--- config.mk ---
export PLATFORM = sky130hd
export DESIGN_NAME = rx_ring_buffer_line_reader_unit
export DESIGN_NICKNAME = d
export VERILOG_FILES = /design/src/design/rbl_pkg.sv /design/src/design/rx_ring_buffer_line_reader_unit.sv /design/src/design/rbl_ram.sv /design/src/design/rbl_ctrl.sv /design/src/design/rbl_out.sv
export VERILOG_INCLUDE_DIRS = /design/src /design/src/design
export SDC_FILE = /design/constraint.sdc
export NUM_CORES = 1
export LEC_CHECK = 0
export BUFFER_PORTS_ARGS = -buffer_cell sky130_fd_sc_hd__buf_2
export CORE_UTILIZATION = 45
export CTS_CLUSTER_SIZE = 25
export DETAILED_ROUTE_END_ITERATION = 7
export HOLD_SLACK_MARGIN = 0.15
export PLACE_DENSITY = 0.69
export SYNTH_ARGS = -nofsm -noshare
export SYNTH_HDL_FRONTEND = slang
export SYNTH_HIERARCHICAL = 1
export SYNTH_SLANG_ARGS = --single-unit
--- constraint.sdc ---
create_clock -name clk -period 8.1 [get_ports clk]
set_input_delay 1.62 -clock clk [delete_from_list [all_inputs] [get_ports clk]]
set_output_delay 1.62 -clock clk [all_outputs]
set_load 0.05 [all_outputs]
--- src/design/rx_ring_buffer_line_reader_unit_assert.svh ---
// Assertion macros used by the receive buffer control module.
`ifndef RX_RING_BUFFER_LINE_READER_UNIT_ASSERT_SVH
`define RX_RING_BUFFER_LINE_READER_UNIT_ASSERT_SVH

// Same-cycle implication, disabled while reset is asserted.
`define RBL_ASSERT_IMPL(lbl, clock, resetn, ante, cons, msg) \
    lbl: assert property (@(posedge clock) disable iff (!resetn) (ante) |-> (cons)) \
        else $error(msg);

// Next-cycle implication, disabled while reset is asserted.
`define RBL_ASSERT_NEXT(lbl, clock, resetn, ante, cons, msg) \
    lbl: assert property (@(posedge clock) disable iff (!resetn) (ante) |=> (cons)) \
        else $error(msg);

`endif

--- src/design/rbl_pkg.sv ---
package rbl_pkg;

    localparam int RING_DEPTH = 32;
    localparam int LINE_DEPTH = 64;
    localparam int RING_AW    = $clog2(RING_DEPTH);
    localparam int LINE_AW    = $clog2(LINE_DEPTH);
    localparam int MAX_READ   = 64;
    localparam int LEN_W      = 7;
    localparam int OCC_W      = 5;
    localparam int BYTE_W     = 8;

    typedef logic [BYTE_W-1:0]  byte_t;
    typedef logic [RING_AW-1:0] ring_ptr_t;
    typedef logic [LINE_AW-1:0] line_ptr_t;
    typedef logic [LEN_W-1:0]   len_t;

    localparam byte_t CH_ETX = 8'h03;
    localparam byte_t CH_LF  = 8'h0A;
    localparam byte_t CH_CR  = 8'h0D;

    typedef enum logic [1:0] {
        OP_PUSH   = 2'd0,
        OP_RAW    = 2'd1,
        OP_EXPAND = 2'd2,
        OP_LINE   = 2'd3
    } op_t;

    typedef enum logic [2:0] {
        ST_PUSHED    = 3'd0,
        ST_DROPPED   = 3'd1,
        ST_OVERWROTE = 3'd2,
        ST_DATA      = 3'd3,
        ST_NOTHING   = 3'd4,
        ST_LINE_BYTE = 3'd5,
        ST_NO_LINE   = 3'd6
    } status_t;

    typedef enum logic [3:0] {
        S_IDLE,
        S_SINGLE,
        S_SCAN_PRIME,
        S_SCAN,
        S_EMIT_PRIME,
        S_EMIT,
        S_DRAIN_PRIME,
        S_DRAIN,
        S_SWALLOW,
        S_LINE_PRIME,
        S_LINE_EMIT
    } state_t;

    typedef struct packed {
        status_t          status;
        byte_t            data;
        logic             last;
        logic             line_complete;
        logic [OCC_W-1:0] occupancy;
    } result_t;

    function automatic ring_ptr_t ring_next(input ring_ptr_t p);
        return (p == ring_ptr_t'(RING_DEPTH - 1)) ? '0 : p + 1'b1;
    endfunction

    // Number of bytes held between read and write pointer.
    function automatic ring_ptr_t ring_count(input ring_ptr_t wp, input ring_ptr_t rp);
        logic [RING_AW:0] diff;
        diff = {1'b0, wp} - {1'b0, rp};
        if (wp < rp)
        begin
            diff = diff + (RING_AW + 1)'(RING_DEPTH);
        end
        return diff[RING_AW-1:0];
    endfunction

    function automatic logic is_delim(input byte_t b);
        return (b == CH_CR) || (b == CH_LF) || (b == CH_ETX);
    endfunction

endpackage

--- src/design/rx_ring_buffer_line_reader_unit.sv ---
// Receive ring buffer with raw, CR-expanding and line reads. The ring holds up to 31
// bytes in a synchronous RAM; a line store RAM collects bytes for line reads. One
// request is worked on at a time; a push gives a single status result. A raw or
// expanding read that pops k bytes gives r results (r is k, or up to 2k when CRs
// are expanded). The ring RAM is walked twice: first one byte per cycle to count
// the bytes popped (every result reports the final occupancy), then one result per
// cycle, while the output is not stalled, to emit them. A line read drains the ring
// into the line store (delimiters are not stored), swallows the delimiters that
// follow, then delivers the line bytes. A stalled output holds the engine in place.
// There is no clearing pass after reset.
module rx_ring_buffer_line_reader_unit (
    input  logic       clk,
    input  logic       rst_n,
    input  logic       in_valid,
    output logic       in_ready,
    input  logic [1:0] op,
    input  logic [7:0] data_in,
    input  logic [6:0] read_length,
    input  logic       cfg_write_enable,
    input  logic       cfg_write_data,
    output logic       out_valid,
    input  logic       out_ready,
    output logic [2:0] status,
    output logic [7:0] data_out,
    output logic       last,
    output logic       line_complete,
    output logic [4:0] occupancy
);

    logic               res_valid;
    logic               res_ready;
    rbl_pkg::result_t   res;
    rbl_pkg::result_t   out_res;
    logic               ring_we;
    rbl_pkg::ring_ptr_t ring_waddr;
    rbl_pkg::byte_t     ring_wdata;
    rbl_pkg::ring_ptr_t ring_raddr;
    rbl_pkg::byte_t     ring_rdata;
    logic               line_we;
    rbl_pkg::line_ptr_t line_waddr;
    rbl_pkg::byte_t     line_wdata;
    rbl_pkg::line_ptr_t line_raddr;
    rbl_pkg::byte_t     line_rdata;

    rbl_ram #(
        .DEPTH (rbl_pkg::RING_DEPTH),
        .WIDTH (rbl_pkg::BYTE_W)
    ) u_ring_ram (
        .clk   (clk),
        .we    (ring_we),
        .waddr (ring_waddr),
        .wdata (ring_wdata),
        .raddr (ring_raddr),
        .rdata (ring_rdata)
    );

    rbl_ram #(
        .DEPTH (rbl_pkg::LINE_DEPTH),
        .WIDTH (rbl_pkg::BYTE_W)
    ) u_line_ram (
        .clk   (clk),
        .we    (line_we),
        .waddr (line_waddr),
        .wdata (line_wdata),
        .raddr (line_raddr),
        .rdata (line_rdata)
    );

    rbl_ctrl u_ctrl (
        .clk              (clk),
        .rst_n            (rst_n),
        .in_valid         (in_valid),
        .in_ready         (in_ready),
        .op               (op),
        .data_in          (data_in),
        .read_length      (read_length),
        .cfg_write_enable (cfg_write_enable),
        .cfg_write_data   (cfg_write_data),
        .res_valid        (res_valid),
        .res              (res),
        .res_ready        (res_ready),
        .ring_we          (ring_we),
        .ring_waddr       (ring_waddr),
        .ring_wdata       (ring_wdata),
        .ring_raddr       (ring_raddr),
        .ring_rdata       (ring_rdata),
        .line_we          (line_we),
        .line_waddr       (line_waddr),
        .line_wdata       (line_wdata),
        .line_raddr       (line_raddr),
        .line_rdata       (line_rdata)
    );

    rbl_out u_out (
        .clk       (clk),
        .rst_n     (rst_n),
        .res_valid (res_valid),
        .res       (res),
        .res_ready (res_ready),
        .out_valid (out_valid),
        .out_ready (out_ready),
        .out_res   (out_res)
    );

    assign status        = out_res.status;
    assign data_out      = out_res.data;
    assign last          = out_res.last;
    assign line_complete = out_res.line_complete;
    assign occupancy     = out_res.occupancy;

endmodule

--- src/design/rbl_ram.sv ---
module rbl_ram #(
    parameter int  DEPTH = 32,
    parameter int  WIDTH = 8,
    localparam int AW    = $clog2(DEPTH)
) (
    input  logic             clk,
    input  logic             we,
    input  logic [AW-1:0]    waddr,
    input  logic [WIDTH-1:0] wdata,
    input  logic [AW-1:0]    raddr,
    output logic [WIDTH-1:0] rdata
);

    logic [WIDTH-1:0] mem [DEPTH];

    always_ff @(posedge clk)
    begin
        if (we)
        begin
            mem[waddr] <= wdata;
        end
        rdata <= mem[raddr];
    end

endmodule

--- src/design/rbl_ctrl.sv ---
`include "rx_ring_buffer_line_reader_unit_assert.svh"

module rbl_ctrl (
    input  logic                clk,
    input  logic                rst_n,
    input  logic                in_valid,
    output logic                in_ready,
    input  logic [1:0]          op,
    input  rbl_pkg::byte_t      data_in,
    input  rbl_pkg::len_t       read_length,
    input  logic                cfg_write_enable,
    input  logic                cfg_write_data,
    output logic                res_valid,
    output rbl_pkg::result_t    res,
    input  logic                res_ready,
    output logic                ring_we,
    output rbl_pkg::ring_ptr_t  ring_waddr,
    output rbl_pkg::byte_t      ring_wdata,
    output rbl_pkg::ring_ptr_t  ring_raddr,
    input  rbl_pkg::byte_t      ring_rdata,
    output logic                line_we,
    output rbl_pkg::line_ptr_t  line_waddr,
    output rbl_pkg::byte_t      line_wdata,
    output rbl_pkg::line_ptr_t  line_raddr,
    input  rbl_pkg::byte_t      line_rdata
);

    rbl_pkg::state_t    state_reg, state_next;
    rbl_pkg::ring_ptr_t wp_reg, wp_next;
    rbl_pkg::ring_ptr_t rp_reg, rp_next;
    rbl_pkg::line_ptr_t line_len_reg, line_len_next;
    logic               line_deliv_reg, line_deliv_next;
    logic               ovw_reg, ovw_next;
    logic               lf_pend_reg, lf_pend_next;

    rbl_pkg::ring_ptr_t sp_reg, sp_next;
    rbl_pkg::line_ptr_t li_reg, li_next;
    rbl_pkg::op_t       op_reg, op_next;
    rbl_pkg::len_t      len_reg, len_next;
    rbl_pkg::len_t      n_reg, n_next;
    rbl_pkg::ring_ptr_t pops_reg, pops_next;
    rbl_pkg::ring_ptr_t ecnt_reg, ecnt_next;
    rbl_pkg::status_t   st_reg, st_next;
    logic               lc_reg, lc_next;

    rbl_pkg::op_t       op_in;
    rbl_pkg::len_t      len_clamped;
    rbl_pkg::ring_ptr_t count;
    rbl_pkg::ring_ptr_t wp_inc;
    rbl_pkg::ring_ptr_t sp_inc;
    rbl_pkg::len_t      n_inc;
    rbl_pkg::len_t      n_scan;
    rbl_pkg::ring_ptr_t pops_inc;
    logic [rbl_pkg::LINE_AW:0] li_inc;
    logic               in_fire;
    logic               res_fire;
    logic               full;
    logic               byte_delim;
    logic               empty_after;
    logic               expand;
    logic               scan_done;
    logic               emit_last;
    logic               line_last;
    logic               line_full;

    assign op_in       = rbl_pkg::op_t'(op);
    assign len_clamped = (read_length > rbl_pkg::len_t'(rbl_pkg::MAX_READ)) ?
                         rbl_pkg::len_t'(rbl_pkg::MAX_READ) : read_length;
    assign count       = rbl_pkg::ring_count(wp_reg, rp_reg);
    assign wp_inc      = rbl_pkg::ring_next(wp_reg);
    assign full        = (wp_inc == rp_reg);
    assign sp_inc      = rbl_pkg::ring_next(sp_reg);
    assign empty_after = (sp_inc == wp_reg);
    assign byte_delim  = rbl_pkg::is_delim(ring_rdata);
    assign in_ready    = (state_reg == rbl_pkg::S_IDLE);
    assign in_fire     = in_valid && in_ready;
    assign res_fire    = res_valid && res_ready;
    assign n_inc       = n_reg + 1'b1;
    assign pops_inc    = pops_reg + 1'b1;
    assign line_full   = (line_len_reg == rbl_pkg::line_ptr_t'(rbl_pkg::LINE_DEPTH - 1));
    assign li_inc      = {1'b0, li_reg} + 1'b1;
    assign ring_raddr  = sp_next;
    assign line_raddr  = li_next;

    // A CR becomes CR LF only while a second output slot is left.
    assign expand    = (op_reg == rbl_pkg::OP_EXPAND) && (ring_rdata == rbl_pkg::CH_CR) &&
                       (n_inc < len_reg);
    assign n_scan    = expand ? n_reg + 2'd2 : n_inc;
    assign scan_done = (n_scan >= len_reg) || (pops_inc == count);
    assign emit_last = lf_pend_reg ? (ecnt_reg == pops_reg) :
                       (((ecnt_reg + 1'b1) == pops_reg) && !expand);
    assign line_last = (li_inc == {1'b0, line_len_reg}) ||
                       (32'(li_inc) == 32'(rbl_pkg::MAX_READ));

    always_comb
    begin
        state_next = state_reg;
        case (state_reg)
            rbl_pkg::S_IDLE:
            begin
                if (in_fire)
                begin
                    case (op_in)
                        rbl_pkg::OP_PUSH:
                        begin
                            state_next = rbl_pkg::S_SINGLE;
                        end
                        rbl_pkg::OP_RAW, rbl_pkg::OP_EXPAND:
                        begin
                            if ((len_clamped == '0) || (count == '0))
                            begin
                                state_next = rbl_pkg::S_SINGLE;
                            end
                            else
                            begin
                                state_next = rbl_pkg::S_SCAN_PRIME;
                            end
                        end
                        default:
                        begin
                            if (line_deliv_reg || (count == '0))
                            begin
                                state_next = rbl_pkg::S_SINGLE;
                            end
                            else
                            begin
                                state_next = rbl_pkg::S_DRAIN_PRIME;
                            end
                        end
                    endcase
                end
            end
            rbl_pkg::S_SINGLE:
            begin
                if (res_fire)
                begin
                    state_next = rbl_pkg::S_IDLE;
                end
            end
            rbl_pkg::S_SCAN_PRIME:
            begin
                state_next = rbl_pkg::S_SCAN;
            end
            rbl_pkg::S_SCAN:
            begin
                if (scan_done)
                begin
                    state_next = rbl_pkg::S_EMIT_PRIME;
                end
            end
            rbl_pkg::S_EMIT_PRIME:
            begin
                state_next = rbl_pkg::S_EMIT;
            end
            rbl_pkg::S_EMIT:
            begin
                if (res_fire && emit_last)
                begin
                    state_next = rbl_pkg::S_IDLE;
                end
            end
            rbl_pkg::S_DRAIN_PRIME:
            begin
                state_next = rbl_pkg::S_DRAIN;
            end
            rbl_pkg::S_DRAIN:
            begin
                if (byte_delim)
                begin
                    state_next = empty_after ? rbl_pkg::S_LINE_PRIME : rbl_pkg::S_SWALLOW;
                end
                else if (empty_after)
                begin
                    state_next = rbl_pkg::S_SINGLE;
                end
            end
            rbl_pkg::S_SWALLOW:
            begin
                if (!byte_delim || empty_after)
                begin
                    state_next = rbl_pkg::S_LINE_PRIME;
                end
            end
            rbl_pkg::S_LINE_PRIME:
            begin
                state_next = (line_len_reg == '0) ? rbl_pkg::S_SINGLE : rbl_pkg::S_LINE_EMIT;
            end
            rbl_pkg::S_LINE_EMIT:
            begin
                if (res_fire && line_last)
                begin
                    state_next = rbl_pkg::S_IDLE;
                end
            end
            default:
            begin
                state_next = rbl_pkg::S_IDLE;
            end
        endcase
    end

    always_comb
    begin
        res_valid  = 1'b0;
        res        = '0;
        ring_we    = in_fire && (op_in == rbl_pkg::OP_PUSH) && !(full && !ovw_reg);
        ring_waddr = wp_reg;
        ring_wdata = data_in;
        line_we    = (state_reg == rbl_pkg::S_DRAIN) && !byte_delim && !line_full;
        line_waddr = line_len_reg;
        line_wdata = ring_rdata;
        case (state_reg)
            rbl_pkg::S_SINGLE:
            begin
                res_valid         = 1'b1;
                res.status        = st_reg;
                res.last          = 1'b1;
                res.line_complete = lc_reg;
                res.occupancy     = rbl_pkg::OCC_W'(count);
            end
            rbl_pkg::S_EMIT:
            begin
                res_valid         = 1'b1;
                res.status        = rbl_pkg::ST_DATA;
                res.data          = lf_pend_reg ? rbl_pkg::CH_LF : ring_rdata;
                res.last          = emit_last;
                res.occupancy     = rbl_pkg::OCC_W'(count - pops_reg);
            end
            rbl_pkg::S_LINE_EMIT:
            begin
                res_valid         = 1'b1;
                res.status        = rbl_pkg::ST_LINE_BYTE;
                res.data          = line_rdata;
                res.last          = line_last;
                res.line_complete = 1'b1;
                res.occupancy     = rbl_pkg::OCC_W'(count);
            end
            default:
            begin
                res_valid = 1'b0;
            end
        endcase
    end

    always_comb
    begin
        wp_next         = wp_reg;
        rp_next         = rp_reg;
        line_len_next   = line_len_reg;
        line_deliv_next = line_deliv_reg;
        ovw_next        = cfg_write_enable ? cfg_write_data : ovw_reg;
        lf_pend_next    = lf_pend_reg;
        sp_next         = sp_reg;
        li_next         = li_reg;
        op_next         = op_reg;
        len_next        = len_reg;
        n_next          = n_reg;
        pops_next       = pops_reg;
        ecnt_next       = ecnt_reg;
        st_next         = st_reg;
        lc_next         = lc_reg;
        case (state_reg)
            rbl_pkg::S_IDLE:
            begin
                if (in_fire)
                begin
                    op_next   = op_in;
                    len_next  = len_clamped;
                    n_next    = '0;
                    pops_next = '0;
                    lc_next   = 1'b0;
                    case (op_in)
                        rbl_pkg::OP_PUSH:
                        begin
                            if (!full)
                            begin
                                wp_next = wp_inc;
                                st_next = rbl_pkg::ST_PUSHED;
                            end
                            else if (ovw_reg)
                            begin
                                wp_next = wp_inc;
                                rp_next = rbl_pkg::ring_next(rp_reg);
                                st_next = rbl_pkg::ST_OVERWROTE;
                            end
                            else
                            begin
                                st_next = rbl_pkg::ST_DROPPED;
                            end
                        end
                        rbl_pkg::OP_RAW, rbl_pkg::OP_EXPAND:
                        begin
                            st_next = rbl_pkg::ST_NOTHING;
                        end
                        default:
                        begin
                            st_next = rbl_pkg::ST_NO_LINE;
                            if (line_deliv_reg)
                            begin
                                line_deliv_next = 1'b0;
                                line_len_next   = '0;
                            end
                        end
                    endcase
                end
            end
            rbl_pkg::S_SCAN_PRIME, rbl_pkg::S_DRAIN_PRIME:
            begin
                sp_next = rp_reg;
            end
            rbl_pkg::S_SCAN:
            begin
                // Counting pass: find how many bytes this read pops.
                sp_next   = sp_inc;
                n_next    = n_scan;
                pops_next = pops_inc;
            end
            rbl_pkg::S_EMIT_PRIME:
            begin
                sp_next      = rp_reg;
                n_next       = '0;
                ecnt_next    = '0;
                lf_pend_next = 1'b0;
            end
            rbl_pkg::S_EMIT:
            begin
                if (res_fire)
                begin
                    n_next = n_inc;
                    if (lf_pend_reg)
                    begin
                        lf_pend_next = 1'b0;
                        if (emit_last)
                        begin
                            rp_next = sp_reg;
                        end
                    end
                    else
                    begin
                        sp_next      = sp_inc;
                        ecnt_next    = ecnt_reg + 1'b1;
                        lf_pend_next = expand;
                        if (emit_last)
                        begin
                            rp_next = sp_inc;
                        end
                    end
                end
            end
            rbl_pkg::S_DRAIN:
            begin
                sp_next = sp_inc;
                if (byte_delim)
                begin
                    if (empty_after)
                    begin
                        rp_next         = sp_inc;
                        line_deliv_next = 1'b1;
                    end
                end
                else
                begin
                    // An overflowing byte is dropped and the line restarts.
                    line_len_next = line_full ? '0 : line_len_reg + 1'b1;
                    if (empty_after)
                    begin
                        rp_next = sp_inc;
                        st_next = rbl_pkg::ST_NO_LINE;
                    end
                end
            end
            rbl_pkg::S_SWALLOW:
            begin
                if (byte_delim)
                begin
                    sp_next = sp_inc;
                    if (empty_after)
                    begin
                        rp_next         = sp_inc;
                        line_deliv_next = 1'b1;
                    end
                end
                else
                begin
                    rp_next         = sp_reg;
                    line_deliv_next = 1'b1;
                end
            end
            rbl_pkg::S_LINE_PRIME:
            begin
                li_next = '0;
                st_next = rbl_pkg::ST_LINE_BYTE;
                lc_next = 1'b1;
            end
            rbl_pkg::S_LINE_EMIT:
            begin
                if (res_fire)
                begin
                    li_next = li_inc[rbl_pkg::LINE_AW-1:0];
                end
            end
            default:
            begin
                sp_next = sp_reg;
            end
        endcase
    end

    always_ff @(posedge clk or negedge rst_n)
    begin
        if (!rst_n)
        begin
            state_reg      <= rbl_pkg::S_IDLE;
            wp_reg         <= '0;
            rp_reg         <= '0;
            line_len_reg   <= '0;
            line_deliv_reg <= 1'b0;
            ovw_reg        <= 1'b0;
            lf_pend_reg    <= 1'b0;
        end
        else
        begin
            state_reg      <= state_next;
            wp_reg         <= wp_next;
            rp_reg         <= rp_next;
            line_len_reg   <= line_len_next;
            line_deliv_reg <= line_deliv_next;
            ovw_reg        <= ovw_next;
            lf_pend_reg    <= lf_pend_next;
        end
    end

    always_ff @(posedge clk)
    begin
        sp_reg   <= sp_next;
        li_reg   <= li_next;
        op_reg   <= op_next;
        len_reg  <= len_next;
        n_reg    <= n_next;
        pops_reg <= pops_next;
        ecnt_reg <= ecnt_next;
        st_reg   <= st_next;
        lc_reg   <= lc_next;
    end

    `RBL_ASSERT_NEXT(a_push_grows, clk, rst_n, in_fire && (op_in == rbl_pkg::OP_PUSH) && !full, count == rbl_pkg::ring_ptr_t'($past(count) + 1'b1), "push into a non-full ring did not add one byte")
    `RBL_ASSERT_IMPL(a_line_byte_delivered, clk, rst_n, res_valid && (res.status == rbl_pkg::ST_LINE_BYTE), line_deliv_reg, "line byte given without a delivered line")
    `RBL_ASSERT_IMPL(a_scan_bounded, clk, rst_n, state_reg == rbl_pkg::S_SCAN, pops_reg < count, "counting pass ran past the held bytes")
    `RBL_ASSERT_IMPL(a_ring_write_idle, clk, rst_n, ring_we, state_reg == rbl_pkg::S_IDLE, "ring written outside of idle")

endmodule

--- src/design/rbl_out.sv ---
module rbl_out (
    input  logic             clk,
    input  logic             rst_n,
    input  logic             res_valid,
    input  rbl_pkg::result_t res,
    output logic             res_ready,
    output logic             out_valid,
    input  logic             out_ready,
    output rbl_pkg::result_t out_res
);

    logic             valid_reg, valid_next;
    rbl_pkg::result_t res_reg;
    logic             load;

    // The register takes a new result when empty or being emptied this cycle.
    assign res_ready  = !valid_reg || out_ready;
    assign load       = res_valid && res_ready;
    assign valid_next = load || (valid_reg && !out_ready);
    assign out_valid  = valid_reg;
    assign out_res    = res_reg;

    always_ff @(posedge clk or negedge rst_n)
    begin
        if (!rst_n)
        begin
            valid_reg <= 1'b0;
        end
        else
        begin
            valid_reg <= valid_next;
        end
    end

    always_ff @(posedge clk)
    begin
        if (load)
        begin
            res_reg <= res;
        end
    end

endmodule
==> results.toml, run 1 <==
[power]
clockPowerShare_pct = 27.1
cellLeakagePower_uw = 0.0129
power.switching_uw = 4860
intPower_uw = 10100
powerDensity_nw_per_um2 = 369
pwr-share-seq_pct = 39.6
ir_drop_uv = 227
p_sw_share_pct = 32.5
pwr-share-comb_pct = 33.3
power.total_uw = 14900

[layout]
layout_commonest_cell = "edfxtp_1"
area_delta_synth_final_pct = 11.1
diodes = 0
finalNonFillerCells = 3228
regMostFlops = "u_line_ram/mem"
drive_gt1_share_pct = 21.6
finalNetCount = 2168
layout_common_cells = "816 x edfxtp_1, 204 x mux4_2, 173 x nor2_1"
largest_reg_flops = 512

[clock_network]
tritoncts = "built"
htree_levels = 3
cts_made_buffers = 87
clock-root-buffer = "clkbuf_16"
worstSkewPairLatency_ps = 640
cts_sinks = 867
cts_resized = 0
path_clk_slew_ps = 60
cts_hold_buf = 0
postCtsSetupRepairBufs = 0
clockBufferDepth = 3

[yosys]
yosys_most_used_dff = "edfxtp_1"
synth_warnings = 6
synth_cell_types = 90
syn-instance-count = 2072
synth_edf_count = 816
synth_seq_area_share_pct = 70.4
synth.cell_area_sq_um = 36400
ys_seq_elements = 867
syn-num-nets = 2134
ys_async_sr_fraction_pct = 2.77
syn_area_per_cell_sq_um = 17.6

[route]
ant_nets = 0
wl_per_cell_microns = 25.4
vias = 19500
drt-total-wl_mm = 81.8
vias_per_cell = 6.03
dr.pass1.iters = 6
drtIter0Drc = 1941
drc = 0

[timing]
fin_setup_tns_ps = 0
grt_setup_unrepaired = "no"
hold_viol_final = 0
relSlewSlack_pct = 18.6
final.setup.worst_slack_ps = 2970
fin_crit_sh_pct = 63.3
max_freq_mhz = 195
period_needed_ps = 5130
fin_skew_ps = 25.7
report.final.slew_viol_count = 0
setup_viol = 0
worst_pin_slew_ps = 1220

[critical_path]
setup.worst_path.class = "flop to flop"
rr_startpoint = "u_ctrl/n_reg[0]"
crit_arrival_ps = 5660
rrSetupSlack_ps = 2970
end_kind = "flop"
crit_top_cell = "ha_1"
worstPathRequired_ps = 8630
slowest_delay_ps = 750
cp-startpoint = "u_ctrl/n_reg[0]"
startpoint_type = "flop"
slowest_stage = "nand4_1"
path_max_fanout = 14
crit_path_cell_trace = "ha_1 -> nand3_1 -> xor2_1 -> inv_1 -> ha_1 -> a21oi_1 -> nor2b_1 -> o21ai_0 -> nand4_1 -> a211oi_1 -> xor2_1 -> ha_1 -> a21oi_1 -> o21ai_0 -> a211oi_1 -> a211oi_2 -> mux2_1"

[run]
maxCapViolations = 0

[placed_design]
gp_congestion = 0.878
place_ws_ps = 2660
dpl.hpwl_mm = 51.4
portBuffers = 42
place_inst = 3067

[floorplan]
core_sq_um = 79500
num_rows = 103
die_width_microns = 287
initial_utilization_pct = 45.8
pin_count = 43
die_y_microns = 287
die_area_sq_um = 82100

[min_path]
hp-start = "u_ctrl/st_reg[1]"
hold_path.class = "flop to flop"

[global_route]
antenna_found_initial = 5
gr-total-overflow = 0
grt_pass1_vias = 19600
grt_max_degree = 70
grt_pass1_wl_mm = 124
grt_use_total_pct = 20.3

[status]
status = "completed"
[routing by layer]
| layer | global-route usage, % | up-vias | part of all wire [%] |
|---|---|---|---|
| met1 | 28.0 | 10100 | 41 |
| met4 | 7.74 | 8 | 3.2 |
| li1 | - | 8364 | - |
| met5 | 0 | - | 0.065 |
| met3 | 4.41 | 161 | 8.1 |
| met2 | 31.6 | 852 | 48 |
[final timing paths]
kind	end	cells past startpoint
worst max-delay path	u_ctrl/state_reg[1]	17
worst min-delay path	u_out/out_res[16]	2
worst max register to register	u_ctrl/state_reg[1]	17
worst min register to register	u_out/out_res[16]	2
max in group asynchronous	u_ctrl/line_waddr[4]	1
min in group asynchronous	u_ctrl/ring_waddr[3]	1
[synthesized netlist by cell type, types with 12 or more instances]
cell type	n	area (sq um)
a22o_1	15	131
mux2i_1	23	230
edfxtp_1	816	24500
dfxtp_1	27	541
clkbuf_1	48	180
nand4_1	13	81.3
inv_1	38	143
nor2b_1	24	150
dfrtp_1	24	601
buf_2	23	115
nand3b_1	12	90.1
o21ai_0	50	250
nor2_1	173	649
nand2b_1	18	113
a21oi_1	31	155
nand3_1	53	265
ha_1	37	463
mux4_2	204	4590
xor2_1	20	175
mux2_2	13	146
xnor2_1	38	333
buf_4	31	233
nor3_1	20	100
o22ai_1	37	231
nand2_1	86	323
[power by group through the flow]
stage / sequential, uW / clock (uW) / combinational [uW]
3_5_place_dp: 5990 / 0 / 4970
4_1_cts: 5900 / 4130 / 5010
6_report: 5910 / 4050 / 4970
3_3_place_gp: 5980 / 0 / 4850
5_1_grt: 5930 / 4290 / 5360
2_1_floorplan: 5910 / 0 / 3780
[through the flow]
| step | instance area, sq um | hold slack (ps) | util, % |
|---|---|---|---|
| finish | 40500 | 554 | 50.9 |
| global route | 40500 | 560 | 50.9 |
| CTS | 40500 | 554 | 50.9 |
| detailed placement | 37600 | 537 | 47.2 |
| global placement | 37600 | 537 | 47.2 |
| floorplan | 36400 | 467 | - |
[worst max-delay path: cells and delay by family (launching register included)]
| kind | cells | cell delay, ps |
|---|---|---|
| AOI/OAI and AO/OA | 7 | 1720 |
| buffers and inverters | 1 | 80 |
| muxes | 1 | 330 |
| adders and majority gates | 3 | 900 |
| and+or+nand+nor | 3 | 920 |
| DFF | 1 | 530 |
| xor gates and xnor gates | 2 | 510 |
[layout make-up]
class,count,area [sq um]
clock buffers,111,2330
fillers,6191,39100
flip-flops and latches,867,25700
well taps,1050,1310
multi-input cells,1042,10000
clock inverters,50,568
inverters,42,158
repair buffers,66,415
[logic make-up (layout without fill, tap and decap cells)]
group | Yosys count | after routing | synth area share, %
AO/OA/AOI/OAI | 246 | 246 | 4.72
multiplexers | 244 | 244 | 13.8
flip-flops | 867 | 867 | 70.4
buffers and inverters | 163 | 269 | 2.29
AND/OR/NAND/NOR | 454 | 454 | 6.01
adder cells (fa/ha/maj) | 39 | 39 | 1.38
XOR/XNOR | 59 | 59 | 1.44
(Power assumes the default switching activity.)
==> run 2: changes to the inputs <==
--- a/config.mk
+++ b/config.mk
@@ -11,7 +11,7 @@
 export CTS_CLUSTER_SIZE = 25
 export DETAILED_ROUTE_END_ITERATION = 7
 export HOLD_SLACK_MARGIN = 0.15
-export PLACE_DENSITY = 0.69
+export PLACE_DENSITY = 0.71
 export SYNTH_ARGS = -nofsm -noshare
 export SYNTH_HDL_FRONTEND = slang
 export SYNTH_HIERARCHICAL = 1
==> constraint.sdc (replaced) <==
create_clock -name clk -period 4.5 [get_ports clk]
set_input_delay 0.9 -clock clk [delete_from_list [all_inputs] [get_ports clk]]
set_output_delay 0.9 -clock clk [all_outputs]
set_load 0.05 [all_outputs]
==> results.toml, run 2 (synthesis results as in run 1) <==
[timing]
fin_crit_sh_pct = 92.4
hold_viol_final = 0
grt_setup_unrepaired = "no"
setup_viol = 0
fin_setup_tns_ps = 0
report.final.slew_viol_count = 0
worst_pin_slew_ps = 1260
fin_skew_ps = 50.8
final.setup.worst_slack_ps = 341
relSlewSlack_pct = 15.5
max_freq_mhz = 240
period_needed_ps = 4160

[route]
dr.pass1.iters = 5
drt-total-wl_mm = 83.2
vias = 19800
drc = 0
vias_per_cell = 5.98
drtIter0Drc = 1965
wl_per_cell_microns = 25.0
ant_nets = 0

[critical_path]
path_max_fanout = 10
crit_arrival_ps = 4670
setup.worst_path.class = "flop to flop"
worstPathRequired_ps = 5010
startpoint_type = "flop"
rrSetupSlack_ps = 340
end_kind = "flop"
reg2regPathDepth = 18
rr_startpoint = "u_ctrl/n_reg[1]"
crit_path_cell_trace = "ha_1 -> nand3_1 -> xor2_1 -> inv_1 -> ha_1 -> a21oi_1 -> nor2b_1 -> o21ai_0 -> nand4_1 -> buf_4 -> o21ai_1 -> ha_1 -> a21o_1 -> a21oi_1 -> o21ai_0 -> a211oi_2 -> a211oi_2 -> mux2_1"
slowest_delay_ps = 440
rr_endpoint = "u_ctrl/state_reg[1]"
crit_top_cell = "ha_1"
slowest_stage = "edfxtp_1"

[floorplan]
die_y_microns = 287
initial_utilization_pct = 45.8
die_area_sq_um = 82100
die_width_microns = 287
core_sq_um = 79500
num_rows = 103
pin_count = 43

[clock_network]
htree_levels = 3
cts_made_buffers = 86
cts_hold_buf = 0
clockBufferDepth = 3
clock-root-buffer = "clkbuf_16"
tritoncts = "built"
cts_sinks = 867
worstSkewPairLatency_ps = 670
path_clk_slew_ps = 60
postCtsSetupRepairBufs = 0

[global_route]
grt_pass1_vias = 20000
grt_pass1_wl_mm = 126
grt_max_degree = 66
gr-total-overflow = 0
grt_use_total_pct = 20.5
antenna_found_initial = 2

[layout]
layout_common_cells = "816 x edfxtp_1, 204 x mux4_2, 173 x nor2_1"
regMostFlops = "u_line_ram/mem"
layout_commonest_cell = "edfxtp_1"
drive_gt1_share_pct = 24.7
area_delta_synth_final_pct = 13.1
diodes = 0
largest_reg_flops = 512
finalNetCount = 2263

[placed_design]
place_ws_ps = 277
dpl.hpwl_mm = 53.1
portBuffers = 42
gp_congestion = 0.871

[power]
powerDensity_nw_per_um2 = 656
pwr-share-comb_pct = 34.5
p_sw_share_pct = 32.9
clockPowerShare_pct = 26.5
ir_drop_uv = 588
cellLeakagePower_uw = 0.0134
pwr-share-seq_pct = 39.0
power.switching_uw = 8900
intPower_uw = 18100

[status]
status = "completed"

[min_path]
hold_path.class = "primary input to asynchronous set/reset pin"

[run]
maxCapViolations = 0
==> run 2: changes by cell type in the layout (fill, tap and decap cells not counted), sizes merged <==
cell      previous run  this run
clkbuf             111       103
inv                 45        42
clkinvlp             5         1
clkinv              32        44
bufinv              10         9
buf                 66       162
==> run 2: worst max path at each step <==
stage               slack [ps]             endpoint             from  depth (start not counted)
finish                     340  u_ctrl/state_reg[1]  u_ctrl/n_reg[1]                         18
global route                10  u_ctrl/state_reg[1]  u_ctrl/n_reg[1]                         18
CTS                        230  u_ctrl/state_reg[1]  u_ctrl/n_reg[1]                         18
detailed placement         280  u_ctrl/state_reg[1]  u_ctrl/n_reg[1]                         18
global placement           320  u_ctrl/state_reg[1]  u_ctrl/n_reg[1]                         18
floorplan                  610  u_ctrl/state_reg[1]  u_ctrl/n_reg[1]                         19
==> run 2: cell type report <==
class	count	area, sq um
Fill cell	6162	38300
Sequential cell	867	25700
Multi-Input combinational cell	1042	10000
Clock buffer	103	2240
Tap cell	1050	1310
Timing Repair Buffer	162	1210
Clock inverter	54	621
Inverter	42	158
==> run 2: layer usage <==
| metal | track usage, % | up-vias | share of wire (%) |
|---|---|---|---|
| li1 | - | 8535 | - |
| met1 | 28.5 | 10300 | 41 |
| met2 | 32.8 | 890 | 48 |
| met3 | 3.79 | 123 | 8.2 |
| met4 | 6.52 | 4 | 2.4 |
| met5 | 0 | - | 0.029 |
==> run 2: per-stage QoR <==
step	cells	total power [uW]	hold slack [ps]	utilization [%]	instance area [sq um]
6_report	3320	27000	266	51.8	41200
5_1_grt	3320	28200	301	51.8	41200
4_1_cts	3320	27200	270	51.8	41200
3_5_place_dp	3163	20100	514	48.2	38400
3_3_place_gp	3163	19800	527	48.2	38400
2_1_floorplan	2072	17400	467	-	36400
==> run 2: power groups by stage <==
| stage | Clock (uW) | Combinational [uW] | Sequential (uW) |
|---|---|---|---|
| 3_3_place_gp | 0 | 9140 | 10700 |
| 4_1_cts | 7300 | 9420 | 10500 |
| 2_1_floorplan | 0 | 6810 | 10600 |
| 5_1_grt | 7600 | 10100 | 10600 |
| 6_report | 7170 | 9330 | 10500 |
| 3_5_place_dp | 0 | 9380 | 10700 |
==> run 2: worst max-delay path, delay by kind of cell, from the launching register on <==
family	cells	cell delay (ps)
DFF	1	440
AOI/OAI and AO/OA	8	1420
muxes	1	320
and+or+nand+nor	3	440
adders and majority gates	3	800
buffers and inverters	2	360
xor gates and xnor gates	1	250
==> run 2: repair_timing <==
item                                    in CTS  in global routing
endpoints found under the setup margin       0                  1
resized for setup                            0                  1
endpoints found under the hold margin        0                  0
==> run 3: changes to the inputs <==
--- a/config.mk
+++ b/config.mk
@@ -11,7 +11,7 @@
 export CTS_CLUSTER_SIZE = 25
 export DETAILED_ROUTE_END_ITERATION = 7
 export HOLD_SLACK_MARGIN = 0.15
-export PLACE_DENSITY = 0.71
+export PLACE_DENSITY = 0.69
 export SYNTH_ARGS = -nofsm -noshare
 export SYNTH_HDL_FRONTEND = slang
 export SYNTH_HIERARCHICAL = 1
==> constraint.sdc (replaced) <==
create_clock -name clk -period 3.9 [get_ports clk]
set_input_delay 0.78 -clock clk [delete_from_list [all_inputs] [get_ports clk]]
set_output_delay 0.78 -clock clk [all_outputs]
set_load 0.05 [all_outputs]
==> results.toml, run 3 (synthesis results as in run 1) <==
[layout]
nFillCells = 6133
finalNonFillerCells = 3408
largest_reg_flops = 512
area_delta_synth_final_pct = 15.3
fin_util_pct = 52.8
layout_commonest_cell = "edfxtp_1"
regMostFlops = "u_line_ram/mem"
layout_common_cells = "816 x edfxtp_1, 204 x mux4_2, 183 x buf_4"
diodes = 0
finalNetCount = 2347
drive_gt1_share_pct = 28.3
fin_area_sq_um = 42000

[power]
intPower_uw = 21300
p_sw_share_pct = 33.5
clockPowerShare_pct = 25.6
pwr-share-seq_pct = 37.6
pwr-share-comb_pct = 36.8
powerDensity_nw_per_um2 = 761
cellLeakagePower_uw = 0.0138
power.switching_uw = 10700
ir_drop_uv = 472

[min_path]
hold_path.class = "primary input to asynchronous set/reset pin"

[timing]
worst_pin_slew_ps = 990
hold_slack_ps = 166
fin_skew_ps = 34.4
hold_viol_final = 0
fin_crit_sh_pct = 96.8
relSlewSlack_pct = 33.7
setup_viol = 0
max_freq_mhz = 265
report.final.slew_viol_count = 0
period_needed_ps = 3770
fin_setup_tns_ps = 0

[critical_path]
crit_path_cell_trace = "ha_4 -> buf_6 -> nand3_2 -> nor2_4 -> xnor2_2 -> inv_1 -> ha_4 -> nor4b_2 -> nand4_1 -> buf_6 -> buf_6 -> a21o_1 -> xnor2_2 -> ha_4 -> nand3_2 -> o21ai_2 -> a211oi_2 -> buf_4 -> a211o_1 -> mux2_1"
path_max_fanout = 5
end_kind = "flop"
slowest_delay_ps = 440
startpoint_type = "flop"
cp_top_family = "compound AO/OA/AOI/OAI gates"
rr_startpoint = "u_ctrl/n_reg[1]"
crit_arrival_ps = 4290
critPathBufInv = 5
worstPathRequired_ps = 4420
cp-startpoint = "u_ctrl/n_reg[1]"
setup.worst_path.class = "flop to flop"
slowest_stage = "edfxtp_1"

[placed_design]
gp_congestion = 0.910
portBuffers = 42
dpl.hpwl_mm = 54.5
post_dp_cell_area_sq_um = 38900
place_inst = 3233

[floorplan]
die_width_microns = 287
core_sq_um = 79500
pin_count = 43
num_rows = 103
initial_utilization_pct = 45.8
die_area_sq_um = 82100
die_y_microns = 287

[clock_network]
worstSkewPairLatency_ps = 660
tritoncts = "built"
htree_levels = 3
path_clk_slew_ps = 60
cts_made_buffers = 90
cts_sinks = 867
clock-root-buffer = "clkbuf_16"
clockBufferDepth = 3

[route]
dr.pass1.iters = 5
drtIter0Drc = 2250
vias_per_cell = 5.90
wl_per_cell_microns = 24.8
ant_nets = 0
drt-total-wl_mm = 84.6
vias = 20100
drc = 0

[global_route]
grt_pass1_wl_mm = 129
grt_pass1_vias = 20500
gr-total-overflow = 0
grt_use_total_pct = 20.8
antenna_found_initial = 0
grt_max_degree = 66

[run]
maxCapViolations = 0

[status]
status = "completed"
-- run 3: worst register-to-register path: cells and delay by family (launching register included) --
family / cells / cell delay (ps)
AND/OR/NAND/NOR: 5 / 590
XOR/XNOR: 2 / 320
buffers and inverters: 5 / 670
adder cells (fa/ha/maj): 3 / 650
flip-flops: 1 / 440
AO/OA/AOI/OAI: 4 / 740
multiplexers: 1 / 290
-- run 3: per-layer routing --
layer | track usage [%] | vias to the layer above | part of all wire [%]
li1 | - | 8708 | -
met1 | 29.2 | 10400 | 42
met2 | 33.7 | 837 | 49
met3 | 3.62 | 148 | 7.5
met4 | 5.79 | 0 | 2.2
met5 | 0 | - | 0
-- run 3: what timing repair did --
action	CTS	global route
endpoints found under the setup margin	3	13
gates resized for setup	4	35
pin swaps	4	23
hold buffers	0	0
buffers inserted	3	7
-- run 3: path summary, 6_finish.rpt --
check                                        to  slack, ps  cells after the start
min in group clk                 u_ctrl/ovw_reg        390                      2
max reg2reg                 u_ctrl/state_reg[0]        130                     20
max                         u_ctrl/state_reg[0]        130                     20
min reg2reg                    u_out/out_res[5]        510                      2
min                        u_ctrl/ring_waddr[3]        170                      1
max in group asynchronous  u_ctrl/line_waddr[1]       3290                      1
-- run 3: cell type report --
| cell class | instances | area (sq um) | area share [%] |
|---|---|---|---|
| sequential | 867 | 25700 | 61.0 |
| multi-input combinational | 1042 | 10200 | 24.3 |
| clock buffer | 111 | 2390 | 5.69 |
| timing repair buffer | 242 | 1870 | 4.45 |
| tap | 1050 | 1310 | 3.13 |
| clock inverter | 54 | 435 | 1.04 |
| inverter | 42 | 158 | 0.375 |
-- run 3: power groups by stage --
stage / Clock (uW) / Combinational [uW] / Sequential [uW]
4_1_cts: 8330 / 11600 / 12000
5_1_grt: 8680 / 12600 / 12100
6_report: 8190 / 11800 / 12000
3_5_place_dp: 0 / 11500 / 12200
3_3_place_gp: 0 / 11300 / 12200
2_1_floorplan: 0 / 7850 / 12300
-- run 3: metrics by stage --
step,worst slack (ps),total power (uW)
4_1_cts,15.5,32000
2_1_floorplan,12.9,20100
5_1_grt,-44.6,33400
3_3_place_gp,-237,23500
6_report,126,32000
3_5_place_dp,-336,23700
